--- config.mk ---
export PLATFORM = sky130hd
export DESIGN_NAME = failure_lockout_rate_limiter
export DESIGN_NICKNAME = d
export VERILOG_FILES = /design/src/flrl_pkg.sv /design/src/failure_lockout_rate_limiter.sv /design/src/flrl_ram.sv
export SDC_FILE = /design/constraint.sdc
export NUM_CORES = 2
export LEC_CHECK = 0
export ABC_AREA = 1
export BUFFER_PORTS_ARGS = -buffer_cell sky130_fd_sc_hd__buf_2
export CAP_MARGIN = 40
export CORE_ASPECT_RATIO = 0.8
export CORE_MARGIN = 5
export CORE_UTILIZATION = 26
export DETAILED_ROUTE_END_ITERATION = 6
export GPL_TIMING_DRIVEN = 0
export PLACE_DENSITY_LB_ADDON = 0.1
export SLEW_MARGIN = 20
export SYNTH_ARGS = -nofsm -noshare
export SYNTH_HDL_FRONTEND = slang
export SYNTH_SLANG_ARGS = --single-unit
--- constraint.sdc ---
create_clock -name clk_i -period 11.2 [get_ports clk_i]
set_input_delay 0.56 -clock clk_i [delete_from_list [all_inputs] [get_ports clk_i]]
set_output_delay 0.56 -clock clk_i [all_outputs]
set_load 0.01 [all_outputs]
--- src/flrl_pkg.sv ---
`default_nettype none

package flrl_pkg;

  localparam int unsigned DEF_ENTRIES  = 16;
  localparam int unsigned DEF_KEY_BITS = 64;

  localparam int unsigned CMD_W    = 2;
  localparam int unsigned CLIENT_W = 64;
  localparam int unsigned TIME_W   = 32;
  localparam int unsigned STATUS_W = 2;
  localparam int unsigned OUT_IDX_W = 4;
  localparam int unsigned FAIL_W   = 8;
  localparam int unsigned COOL_W   = 16;
  localparam int unsigned CFG_W    = 16;
  localparam int unsigned CFG_IDX_W = 1;

  localparam logic [FAIL_W-1:0] MAX_FAIL_RST = 8'd5;
  localparam logic [COOL_W-1:0] COOLDOWN_RST = 16'd60;
  localparam logic [FAIL_W-1:0] FAIL_SAT     = 8'hFF;

  typedef enum logic [CMD_W-1:0] {
    CMD_CHECK  = 2'd0,
    CMD_RECORD = 2'd1,
    CMD_CLEAR  = 2'd2,
    CMD_RSVD   = 2'd3
  } cmd_e;

  typedef enum logic [STATUS_W-1:0] {
    ST_OK      = 2'd0,
    ST_LOCKED  = 2'd1,
    ST_FULL    = 2'd2,
    ST_INVALID = 2'd3
  } status_e;

  typedef enum logic [CFG_IDX_W-1:0] {
    CFG_MAX_FAILURES = 1'b0,
    CFG_COOLDOWN     = 1'b1
  } cfg_idx_e;

  typedef enum logic [1:0] {
    S_IDLE   = 2'd0,
    S_SCAN   = 2'd1,
    S_LAST   = 2'd2,
    S_DECIDE = 2'd3
  } state_e;

  typedef struct packed {
    logic [CMD_W-1:0]    command;
    logic [CLIENT_W-1:0] client_key;
    logic [TIME_W-1:0]   now_seconds;
  } req_t;

  typedef struct packed {
    logic [STATUS_W-1:0]  status;
    logic [OUT_IDX_W-1:0] entry_index;
    logic [FAIL_W-1:0]    failure_count;
  } rsp_t;

endpackage

`default_nettype wire

--- src/failure_lockout_rate_limiter.sv ---
`default_nettype none

// per-client failure lockout table
// request channel: req_i is taken at a rising edge with start high and busy low
// commands: check a client, record a failure, clear the whole table
// result channel: rsp_o is valid for exactly one cycle with res_valid_o high;
// the receiver cannot stall, so results are never held back
// clear and invalid requests (zero key, reserved command) answer in the cycle after
// acceptance without a table scan and leave busy low
// check and record scan every entry through one key comparator, one entry per
// cycle, from a table memory with separate read and write ports; busy stays
// high through S_SCAN, S_LAST and S_DECIDE; the result strobe is registered from S_DECIDE
// the next request may be accepted in the cycle the result strobe is high
// configuration writes (cfg_we_i) take effect at the edge; issue them only idle
// reset empties the table at once through per-entry valid bits, restores
// max_failures to 5 and cooldown_seconds to 60, and needs no clearing pass
module failure_lockout_rate_limiter #(
  parameter int unsigned ENTRIES  = flrl_pkg::DEF_ENTRIES,
  parameter int unsigned KEY_BITS = flrl_pkg::DEF_KEY_BITS
) (
  input  wire logic                          clk_i,
  input  wire logic                          rst_ni,
  input  wire logic                          start,
  output logic                               busy,
  input  wire flrl_pkg::req_t                req_i,
  output logic                               res_valid_o,
  output flrl_pkg::rsp_t                     rsp_o,
  input  wire logic                          cfg_we_i,
  input  wire logic [flrl_pkg::CFG_IDX_W-1:0] cfg_idx_i,
  input  wire logic [flrl_pkg::CFG_W-1:0]    cfg_wdata_i
);

  import flrl_pkg::*;

  localparam int unsigned IDX_W  = (ENTRIES > 1) ? $clog2(ENTRIES) : 1;
  localparam int unsigned WORD_W = KEY_BITS + FAIL_W + TIME_W;
  localparam logic [IDX_W-1:0] LAST_IDX = IDX_W'(ENTRIES - 1);

  state_e state_q, state_d;

  logic [IDX_W-1:0]    scan_idx_q, scan_idx_d;
  logic [IDX_W-1:0]    cmp_idx_q, cmp_idx_d;
  logic                pend_q, pend_d;
  logic [CMD_W-1:0]    cmd_q, cmd_d;
  logic [KEY_BITS-1:0] key_q, key_d;
  logic [TIME_W-1:0]   now_q, now_d;
  logic                hit_q, hit_d;
  logic [IDX_W-1:0]    hit_idx_q, hit_idx_d;
  logic [FAIL_W-1:0]   hit_fail_q, hit_fail_d;
  logic [TIME_W-1:0]   hit_time_q, hit_time_d;
  logic                free_q, free_d;
  logic [IDX_W-1:0]    free_idx_q, free_idx_d;
  logic [ENTRIES-1:0]  valid_q, valid_d;
  logic [FAIL_W-1:0]   max_fail_q;
  logic [COOL_W-1:0]   cooldown_q;
  logic                res_valid_q, res_valid_d;
  rsp_t                rsp_q, rsp_d;

  logic                accept;
  logic [KEY_BITS-1:0] key_in;
  logic                ram_we;
  logic [IDX_W-1:0]    ram_waddr;
  logic [WORD_W-1:0]   ram_wdata;
  logic [WORD_W-1:0]   ram_rdata;
  logic [KEY_BITS-1:0] rd_key;
  logic [FAIL_W-1:0]   rd_fail;
  logic [TIME_W-1:0]   rd_time;
  logic                ent_valid;
  logic                match;
  logic                ent_free;
  logic [TIME_W-1:0]   elapsed;
  logic                over_limit;
  logic                in_cooldown;
  logic [IDX_W-1:0]    tgt_idx;
  logic [FAIL_W-1:0]   base_fail;
  logic [FAIL_W-1:0]   new_fail;

  assign busy        = (state_q != S_IDLE);
  assign accept      = start && !busy;
  assign key_in      = req_i.client_key[KEY_BITS-1:0];
  assign res_valid_o = res_valid_q;
  assign rsp_o       = rsp_q;

  flrl_ram #(
    .WIDTH(WORD_W),
    .DEPTH(ENTRIES)
  ) u_table (
    .clk_i  (clk_i),
    .we_i   (ram_we),
    .waddr_i(ram_waddr),
    .wdata_i(ram_wdata),
    .raddr_i(scan_idx_q),
    .rdata_o(ram_rdata)
  );

  assign rd_key  = ram_rdata[WORD_W-1 -: KEY_BITS];
  assign rd_fail = ram_rdata[TIME_W +: FAIL_W];
  assign rd_time = ram_rdata[TIME_W-1:0];

  // shared comparator, one entry per cycle
  assign ent_valid = valid_q[cmp_idx_q];
  assign match     = pend_q && ent_valid && (rd_key == key_q);
  assign ent_free  = pend_q && !ent_valid;

  assign elapsed     = now_q - hit_time_q;
  assign over_limit  = (hit_fail_q >= max_fail_q);
  assign in_cooldown = (elapsed < {{(TIME_W-COOL_W){1'b0}}, cooldown_q});
  assign tgt_idx     = hit_q ? hit_idx_q : free_idx_q;
  assign base_fail   = hit_q ? hit_fail_q : '0;
  assign new_fail    = (base_fail == FAIL_SAT) ? base_fail : base_fail + 8'd1;

  // next state
  always_comb begin
    state_d = state_q;
    case (state_q)
      S_IDLE: begin
        if (accept && (key_in != '0) &&
            (cmd_e'(req_i.command) inside {CMD_CHECK, CMD_RECORD})) begin
          state_d = S_SCAN;
        end
      end
      S_SCAN: begin
        if (scan_idx_q == LAST_IDX) begin
          state_d = S_LAST;
        end
      end
      S_LAST:   state_d = S_DECIDE;
      S_DECIDE: state_d = S_IDLE;
      default:  state_d = S_IDLE;
    endcase
  end

  // datapath and outputs
  always_comb begin
    scan_idx_d  = scan_idx_q;
    cmp_idx_d   = cmp_idx_q;
    pend_d      = 1'b0;
    cmd_d       = cmd_q;
    key_d       = key_q;
    now_d       = now_q;
    hit_d       = hit_q;
    hit_idx_d   = hit_idx_q;
    hit_fail_d  = hit_fail_q;
    hit_time_d  = hit_time_q;
    free_d      = free_q;
    free_idx_d  = free_idx_q;
    valid_d     = valid_q;
    res_valid_d = 1'b0;
    rsp_d       = rsp_q;
    ram_we      = 1'b0;
    ram_waddr   = hit_idx_q;
    ram_wdata   = {key_q, {FAIL_W{1'b0}}, hit_time_q};

    case (state_q)
      S_IDLE: begin
        if (accept) begin
          cmd_d      = req_i.command;
          key_d      = key_in;
          now_d      = req_i.now_seconds;
          scan_idx_d = '0;
          hit_d      = 1'b0;
          free_d     = 1'b0;
          case (cmd_e'(req_i.command))
            CMD_CLEAR: begin
              valid_d     = '0;
              res_valid_d = 1'b1;
              rsp_d       = '{status: ST_OK, entry_index: '0, failure_count: '0};
            end
            CMD_CHECK, CMD_RECORD: begin
              if (key_in == '0) begin
                res_valid_d = 1'b1;
                rsp_d = '{status: ST_INVALID, entry_index: '0, failure_count: '0};
              end
            end
            default: begin
              res_valid_d = 1'b1;
              rsp_d = '{status: ST_INVALID, entry_index: '0, failure_count: '0};
            end
          endcase
        end
      end
      S_SCAN: begin
        pend_d    = 1'b1;
        cmp_idx_d = scan_idx_q;
        if (scan_idx_q != LAST_IDX) begin
          scan_idx_d = scan_idx_q + 1'b1;
        end
      end
      S_LAST: begin
      end
      S_DECIDE: begin
        res_valid_d = 1'b1;
        if (cmd_e'(cmd_q) == CMD_CHECK) begin
          if (!hit_q) begin
            rsp_d = '{status: (free_q ? ST_OK : ST_FULL), entry_index: '0,
                      failure_count: '0};
          end else if (over_limit && in_cooldown) begin
            rsp_d = '{status: ST_LOCKED, entry_index: OUT_IDX_W'(hit_idx_q),
                      failure_count: hit_fail_q};
          end else if (over_limit) begin
            // cooldown over, counter drops to zero
            ram_we    = 1'b1;
            ram_waddr = hit_idx_q;
            ram_wdata = {key_q, {FAIL_W{1'b0}}, hit_time_q};
            rsp_d = '{status: ST_OK, entry_index: OUT_IDX_W'(hit_idx_q),
                      failure_count: '0};
          end else begin
            rsp_d = '{status: ST_OK, entry_index: OUT_IDX_W'(hit_idx_q),
                      failure_count: hit_fail_q};
          end
        end else begin
          if (!hit_q && !free_q) begin
            rsp_d = '{status: ST_FULL, entry_index: '0, failure_count: '0};
          end else begin
            ram_we           = 1'b1;
            ram_waddr        = tgt_idx;
            ram_wdata        = {key_q, new_fail, now_q};
            valid_d[tgt_idx] = 1'b1;
            rsp_d = '{status: ST_OK, entry_index: OUT_IDX_W'(tgt_idx),
                      failure_count: new_fail};
          end
        end
      end
      default: begin
      end
    endcase

    if (match && !hit_q) begin
      hit_d      = 1'b1;
      hit_idx_d  = cmp_idx_q;
      hit_fail_d = rd_fail;
      hit_time_d = rd_time;
    end
    if (ent_free && !free_q) begin
      free_d     = 1'b1;
      free_idx_d = cmp_idx_q;
    end
  end

  always_ff @(posedge clk_i or negedge rst_ni) begin
    if (!rst_ni) begin
      state_q     <= S_IDLE;
      scan_idx_q  <= '0;
      pend_q      <= 1'b0;
      hit_q       <= 1'b0;
      free_q      <= 1'b0;
      valid_q     <= '0;
      res_valid_q <= 1'b0;
      max_fail_q  <= MAX_FAIL_RST;
      cooldown_q  <= COOLDOWN_RST;
    end else begin
      state_q     <= state_d;
      scan_idx_q  <= scan_idx_d;
      pend_q      <= pend_d;
      hit_q       <= hit_d;
      free_q      <= free_d;
      valid_q     <= valid_d;
      res_valid_q <= res_valid_d;
      if (cfg_we_i) begin
        case (cfg_idx_e'(cfg_idx_i))
          CFG_MAX_FAILURES: max_fail_q <= cfg_wdata_i[FAIL_W-1:0];
          CFG_COOLDOWN:     cooldown_q <= cfg_wdata_i[COOL_W-1:0];
          default: begin
          end
        endcase
      end
    end
  end

  always_ff @(posedge clk_i) begin
    cmp_idx_q  <= cmp_idx_d;
    cmd_q      <= cmd_d;
    key_q      <= key_d;
    now_q      <= now_d;
    hit_idx_q  <= hit_idx_d;
    hit_fail_q <= hit_fail_d;
    hit_time_q <= hit_time_d;
    free_idx_q <= free_idx_d;
    rsp_q      <= rsp_d;
  end

`ifndef SYNTH
  a_decide_strobe: assert property (@(posedge clk_i) disable iff (!rst_ni)
    (state_q == S_DECIDE) |=> res_valid_o)
    else $error("no result after table decision");

  a_clear_empties: assert property (@(posedge clk_i) disable iff (!rst_ni)
    (accept && (req_i.command == CMD_CLEAR)) |=> (valid_q == '0))
    else $error("clear left valid entries");

  a_hit_valid: assert property (@(posedge clk_i) disable iff (!rst_ni)
    hit_q |-> valid_q[hit_idx_q])
    else $error("hit on an empty entry");

  a_no_strobe_busy: assert property (@(posedge clk_i) disable iff (!rst_ni)
    (state_q == S_SCAN) |-> !res_valid_o)
    else $error("result strobe during scan");

  a_scan_start: assert property (@(posedge clk_i) disable iff (!rst_ni)
    $rose(busy) |-> (scan_idx_q == '0) && !hit_q && !free_q)
    else $error("scan started from stale state");
`endif

endmodule

`default_nettype wire

--- src/flrl_ram.sv ---
`default_nettype none

module flrl_ram #(
  parameter int unsigned WIDTH = 8,
  parameter int unsigned DEPTH = 16,
  localparam int unsigned AW = (DEPTH > 1) ? $clog2(DEPTH) : 1
) (
  input  wire logic             clk_i,
  input  wire logic             we_i,
  input  wire logic [AW-1:0]    waddr_i,
  input  wire logic [WIDTH-1:0] wdata_i,
  input  wire logic [AW-1:0]    raddr_i,
  output logic      [WIDTH-1:0] rdata_o
);

  logic [WIDTH-1:0] mem_q [DEPTH];

  always_ff @(posedge clk_i) begin
    if (we_i) begin
      mem_q[waddr_i] <= wdata_i;
    end
    rdata_o <= mem_q[raddr_i];
  end

endmodule

`default_nettype wire

## Word-level counts from Yosys, hierarchy flattened

Memories as Yosys holds them, arrays and structs flattened. A register that Yosys moved wholly into a read port is not among the register bits.
Index checks and enable logic that the tools add are counted.

| storage, ports and cells | value |
|---|---|
| output and inout port bits | 16 |
| flip-flop bits (word level) | 214 |
| RAM bits | 1664 |
| bits in latches | 0 |
| memories | 1 |
| ROM bits | 0 |
| logic and storage cells | 137 |

| cells by class | value |
|---|---|
| shift-type cells | 0 |
| add/sub/neg operators | 3 |
| eq/ne operators | 17 |
| reduce and logical (&&, ||, !) cells | 38 |
| mux-type cells | 51 |
| magnitude comparators | 5 |
| multipliers | 0 |
| divide/modulo/power cells | 0 |
| bitwise operators | 2 |

Memory list:

| memory | depth | width | read ports | clocked after memory_dff | write ports | RTL line | source |
|---|---|---|---|---|---|---|---|
| u_table.mem_q | 16 | 104 | 1 | 1 | 1 | flrl_ram.sv:16 | `logic [WIDTH-1:0] mem_q [DEPTH];` |

Operators with widths:

| cell | number |
|---|---|
| 40-bit two-way mux | 3 |
| 14-bit two-way mux | 5 |
| 64-bit == test | 1 |
| 64-bit zero test | 1 |
| 16-bit two-way mux | 4 |
| 64-bit nonzero test | 1 |
| 14-bit one-hot mux with 2 select lines | 2 |
| 32-bit by 16-bit less-than comparator with 1-bit output | 1 |
| 16-bit one-hot mux with 2 select lines | 1 |
| 32-bit subtractor | 1 |
| 4-bit two-way mux | 6 |
| 8-bit two-way mux | 3 |
| 1-bit two-way mux | 18 |
| 16-bit bitwise OR | 1 |
| 2-bit nonzero test | 8 |
| 13-bit two-way mux | 1 |
| 2-bit != test (second input constant) | 6 |
| 2-bit AND reduction | 6 |
| 1-bit logical AND | 11 |
| 4-bit by 5-bit less-than comparator with 1-bit output (second input constant) | 2 |
| 8-bit by 1-bit adder with 8-bit output (second input constant) | 1 |
| 8-bit == test (second input constant) | 1 |
| 8-bit greater-or-equal comparator | 1 |
| 2-bit one-hot mux with 4 select lines | 1 |
| other kinds (19) | 30 |

## Longest topological paths before layout

| depth | value |
|---|---|
| depth after elaboration | 9 |
| mapped depth | 21 |
| gate-level depth less buffers | 21 |

## Cells and area by module

Synthesis repeated with hierarchy kept, for this count alone.

| unflattened totals | value |
|---|---|
| cells, all modules | 8267 |
| area, all modules | 85356.9 um2 |

Modules (own cells, without submodules):

| module | area each (um2) | cells an instance | instances |
|---|---|---|---|
| flrl_ram | 73180.2 | 6824 | 1 |
| failure_lockout_rate_limiter | 12176.7 | 1443 | 1 |

## Least setup slack after synthesis

OpenSTA, ideal clock, no wires.

| timing | value |
|---|---|
| kind | flip-flop to flip-flop |
| start | reg hit_time_q[0] |
| end | mem u_table.mem_q[11][0] (netlist name) (enable) |
| clock period less this slack | 8.103 ns |
| stages on the path, launching flop included | 17 |
| path slack | 3.097 ns |
| library setup time | 0.602 ns |
| arrival | 7.501 ns |
| cell sequence | edfxtp_1 ha_1 fa_1 inv_1 nand3_1 nand3_1 nand2_1 nand3b_1 xor2_1 ha_1 nand4_1 o21ai_0 a21oi_1 nand3_2 nand3_2 buf_6 a21oi_1 |

| between the ends | value |
|---|---|
| cells in the longest elaborated chain, start to end | 9 |

RTL lines:

| item | RTL line | source |
|---|---|---|
| from (decl) | failure_lockout_rate_limiter.sv:50 | `logic [TIME_W-1:0] hit_time_q, hit_time_d;` |
| from (signal assigned) | failure_lockout_rate_limiter.sv:277 | `hit_time_q <= hit_time_d;` |
| 32-bit subtractor | failure_lockout_rate_limiter.sv:105 | `assign elapsed = now_q - hit_time_q;` |
| 32-bit by 16-bit less-than comparator with 1-bit output | failure_lockout_rate_limiter.sv:107 | `assign in_cooldown = (elapsed < {{(TIME_W-COOL_W){1'b0}}, cooldown_q});` |
| 1-bit logical AND | failure_lockout_rate_limiter.sv:197 | `end else if (over_limit && in_cooldown) begin` |
| 1-bit two-way mux | failure_lockout_rate_limiter.sv:197 |  |
| 1-bit two-way mux | failure_lockout_rate_limiter.sv:194 | `if (!hit_q) begin` |
| 1-bit two-way mux | failure_lockout_rate_limiter.sv:193 | `if (cmd_e'(cmd_q) == CMD_CHECK) begin` |
| 1-bit two-way mux | failure_lockout_rate_limiter.sv:154 | `case (state_q)` |
| 1-bit two-way mux | flrl_ram.sv:19 | `if (we_i) begin` |
| 1-bit two-way mux (not written as such) | flrl_ram.sv:20 | `mem_q[waddr_i] <= wdata_i;` |
| to (decl) | flrl_ram.sv:16 |  |

Every way passes these cells.

## Final worst setup path

| timing | value |
|---|---|
| start | reg hit_time_q[0] |
| end | mem u_table.mem_q[11][82] (netlist name) (enable) |

Same word-level chain as after synthesis.

==> results.txt <==
M1 GR Usage - 27.3%
Simple-gate share of the synthesized area - 8.45%
Reg2reg setup slack - 5.67 ns
Max FO, Critical Path - 13
Remaining Overflow, GRT - 0
Prevailing post-synth register cell - edfxtp_1
Critical Path Most Common Cell - buf_16
FF-to-FF path depth - 22
Pwr dens - 222 mW/mm^2
DIE AREA - 0.316 sq mm
Final HPWL DP - 219000 microns
Static power due to leakage - 33.2 nW
Initial antenna violation count - 30
Routed via count - 51.4k
Top-area cell type share of the netlist area - 69.4%
Worst Hold End - cooldown_q[8]
Grt met3 use - 3.11%
Syn-to-layout area delta - 24.9%
CP Buf/Inv Count - 6
XOR/XNOR Fraction of Synth Area - 0.476%
Synth Warn # - 0
Delay-heaviest family, CP - buffers and inverters
Distinct cells, synth - 49
Final instance area - 0.0989 sq mm
Maximum VDD drop - 0.129 mV
CTS Buffer Depth - 4
Post-CTS setup buffers - 0
Syn nets - 5961
Core area - 0.303 sq mm
Max Transition Viols Final - 0
Synthesized flop and latch total - 1982
Gpl congestion - 0.842
Worst min-delay path class - in2reg
Max-cap violations - 0
Final hold vios - 0
Ports - 135
Area contributors post-synth - edfxtp_1, mux2i_1, o221ai_1
FF-to-FF End - u_table.mem_q[11][82]
Final period util - 49.4%
Clock Latency Late Sink - 0.91 ns
Dpl cells - 10.2k
Commonest non-fill, non-tap cells in the layout - edfxtp_1, nor2_1, nand2_1, o21ai_0, o221ai_1
Netlist Area Pre-Place - 0.0791 sq mm
Commonest non-fill, non-tap cell in the layout - edfxtp_1
DRT iter0 DRCs - 5085
Clk slew on worst S/H paths - 0.06 ns
Max_slew headroom - 35.2%
Synthesized-area fraction occupied by adder cells - 0.974%
H-tree levels - 4
Routed vias/inst - 4.79
Post-synthesis sequential area ratio - 73.6%
DRT Pass-1 Iters - 5
Row count - 181
Critical Path Max Stage Delay - 0.65 ns
Largest net degree at the start of global routing - 65
Synth area leader - edfxtp_1
DR WL/cell - 28.1 microns
CTS tree - done
Post-DRT Antenna Nets - 0
Startpoint types - flop
Most Crowded Layer GR - met2
Synth Area in Compound Gates - 9.27%
WP data required - 11.76 ns
Clock net sink count - 1982
Die X - 627 microns
Detailed Route WL - 302000 microns
Total CTS buffers - 221
Final min period - 5.53 ns
CP Class - reg2reg
CTS root buf - clkbuf_16
Final setup TNS - 0 ns
Largest family of logic cells by synthesized area - compound AO/OA/AOI/OAI gates
Clock skew - 0.0864 ns
Post-synth EDFFs - 1828
Ys async rst share - 2.52%
RSZ-0062 raised after global routing - no
Multiplexer area fraction after synthesis - 4.11%
CP max stage cell - a21oi_4
Vias in the first global route - 51.0k
First-pass GRT wire length - 416000 microns
Grt met2 use - 28.9%
Placed cell area - 0.0906 sq mm
Initial core utilization - 26.1%
Post-Syn Instances - 5781
R2r startpoint - hit_time_q[0]
Synthesized area per cell - 13.7 sq um
Layout cells sized above 1 - 12.7%
Total of cells resized after clock tree synthesis - 0
Worst Tran Pin Value - 0.964 ns
Hold depth - 4
# DRC - 0
Status - finished clean
Crit-path cells - ha_1 > fa_1 > inv_1 > nand3_1 > nand3_1 > nand2_1 > nand3b_1 > xor2_1 > ha_1 > nand2_1 > a21oi_1 > a211oi_1 > o21ai_0 > a21oi_1 > nand3_2 > nand3_2 > buf_6 > a21oi_4 > buf_16 > buf_16 > buf_16 > buf_16
Layout Nets - 6693
Crit path DAT - 6.10 ns
GRT Util Overall - 18.7%
HP Start - cfg_we_i
Final setup viols - 0
Setup crit end kind - flop
PortBufs - 134
Die span in y - 503 microns
Achievable Freq - 181 MHz
Non-filler cells, final - 10.7k
[power by group]
| group | internal, W | switching, W |
|---|---|---|
| logic | 0.00158 | 0.00405 |
| registers | 0.00880 | 0.000386 |
| clock network | 0.00411 | 0.00305 |
| total | 0.0145 | 0.00749 |
[cell type report]
type	count	area (sq um)
fill	29800	205000
sequential	1982	58200
multi-input combinational	3154	18700
timing repair buffer	509	7330
clock buffer	289	5990
tap	4026	5040
buffer	330	1360
inverter	315	1190
clock inverter	113	976
antenna	11	27.5
[worst min-delay path: stages]
cell and delay, ns:
buf_2 0.09, nand2_1 0.11, nor2_1 0.15, a21oi_1 0.05
[synth_stat cells, drive strengths merged (2+ instances only)]
library cell and count:
xor2 36, edfxtp 1828, mux2i 325, nor3b 13, nor4 29, nor3 22, nand3 170, nand2 571
nand4 37, o31ai 2, xnor2 7, nand3b 8, dfstp 6, clkbuf 265, o221ai 327, o21ai 493
buf 65, and2 4, o211ai 97, o21bai 2, and3 3, o2111ai 2, nor4b 2, or2 14
inv 314, dfrtp 44, ha 60, a31oi 3, a211oi 2, o32ai 91, nor2 752, a21oi 75
dfxtp 104, or3 3
[routing by layer]
layer / part of all wire (%) / wire, microns
met5: 0.020 / 61
met4: 2.6 / 7810
met3: 5.6 / 17000
met2: 44 / 133000
met1: 48 / 144000
[sequential cells by signal, summed over array words and instances (netlist names), 4 cells and up]
register	cells
key_q	64
scan_idx_q	4
u_table.mem_q	1664
hit_time_q	32
free_idx_q	4
max_fail_q	8
hit_idx_q	4
u_table.rdata_o	104
cmp_idx_q	4
valid_q	16
hit_fail_q	8
cooldown_q	16
rsp_o	14
now_q	32
[kinds of logic after synthesis]
group / count (synthesis)
fa+ha+maj: 61
flops: 1982
simple gates: 1628
xor+xnor: 43
mux: 325
buf+inv: 645
compound gates: 1097
[worst max path at each step]
stage                  startpoint               endpoint  slack, ns  cells past startpoint
global route        hit_time_q[0]  u_table.mem_q[11][82]       5.46                     22
finish              hit_time_q[0]  u_table.mem_q[11][82]       5.67                     22
detailed placement  hit_time_q[0]  u_table.mem_q[11][85]       5.61                     22
global placement    hit_time_q[0]   u_table.mem_q[4][78]      -7.44                     18
CTS                 hit_time_q[0]  u_table.mem_q[11][82]       5.58                     22
floorplan           hit_time_q[0]   u_table.mem_q[11][0]       3.10                     16
[metrics by stage]
stage	worst slack, ns	hold slack (ns)	total power, W	utilization [%]
finish	5.67	0.159	0.0220	32.6
floorplan	3.10	0.264	0.0119	-
detailed placement	5.61	0.389	0.0149	29.8
global route	5.46	0.163	0.0230	32.6
global placement	-7.44	0.387	0.0147	28.0
CTS	5.58	0.0975	0.0222	32.5
[timing repair]
item / in CTS / in global routing
setup endpoints to repair: 0 / 0
endpoints found under the hold margin: 166 / 0
hold buffers: 115 / 0
(Power assumes the default switching activity.)
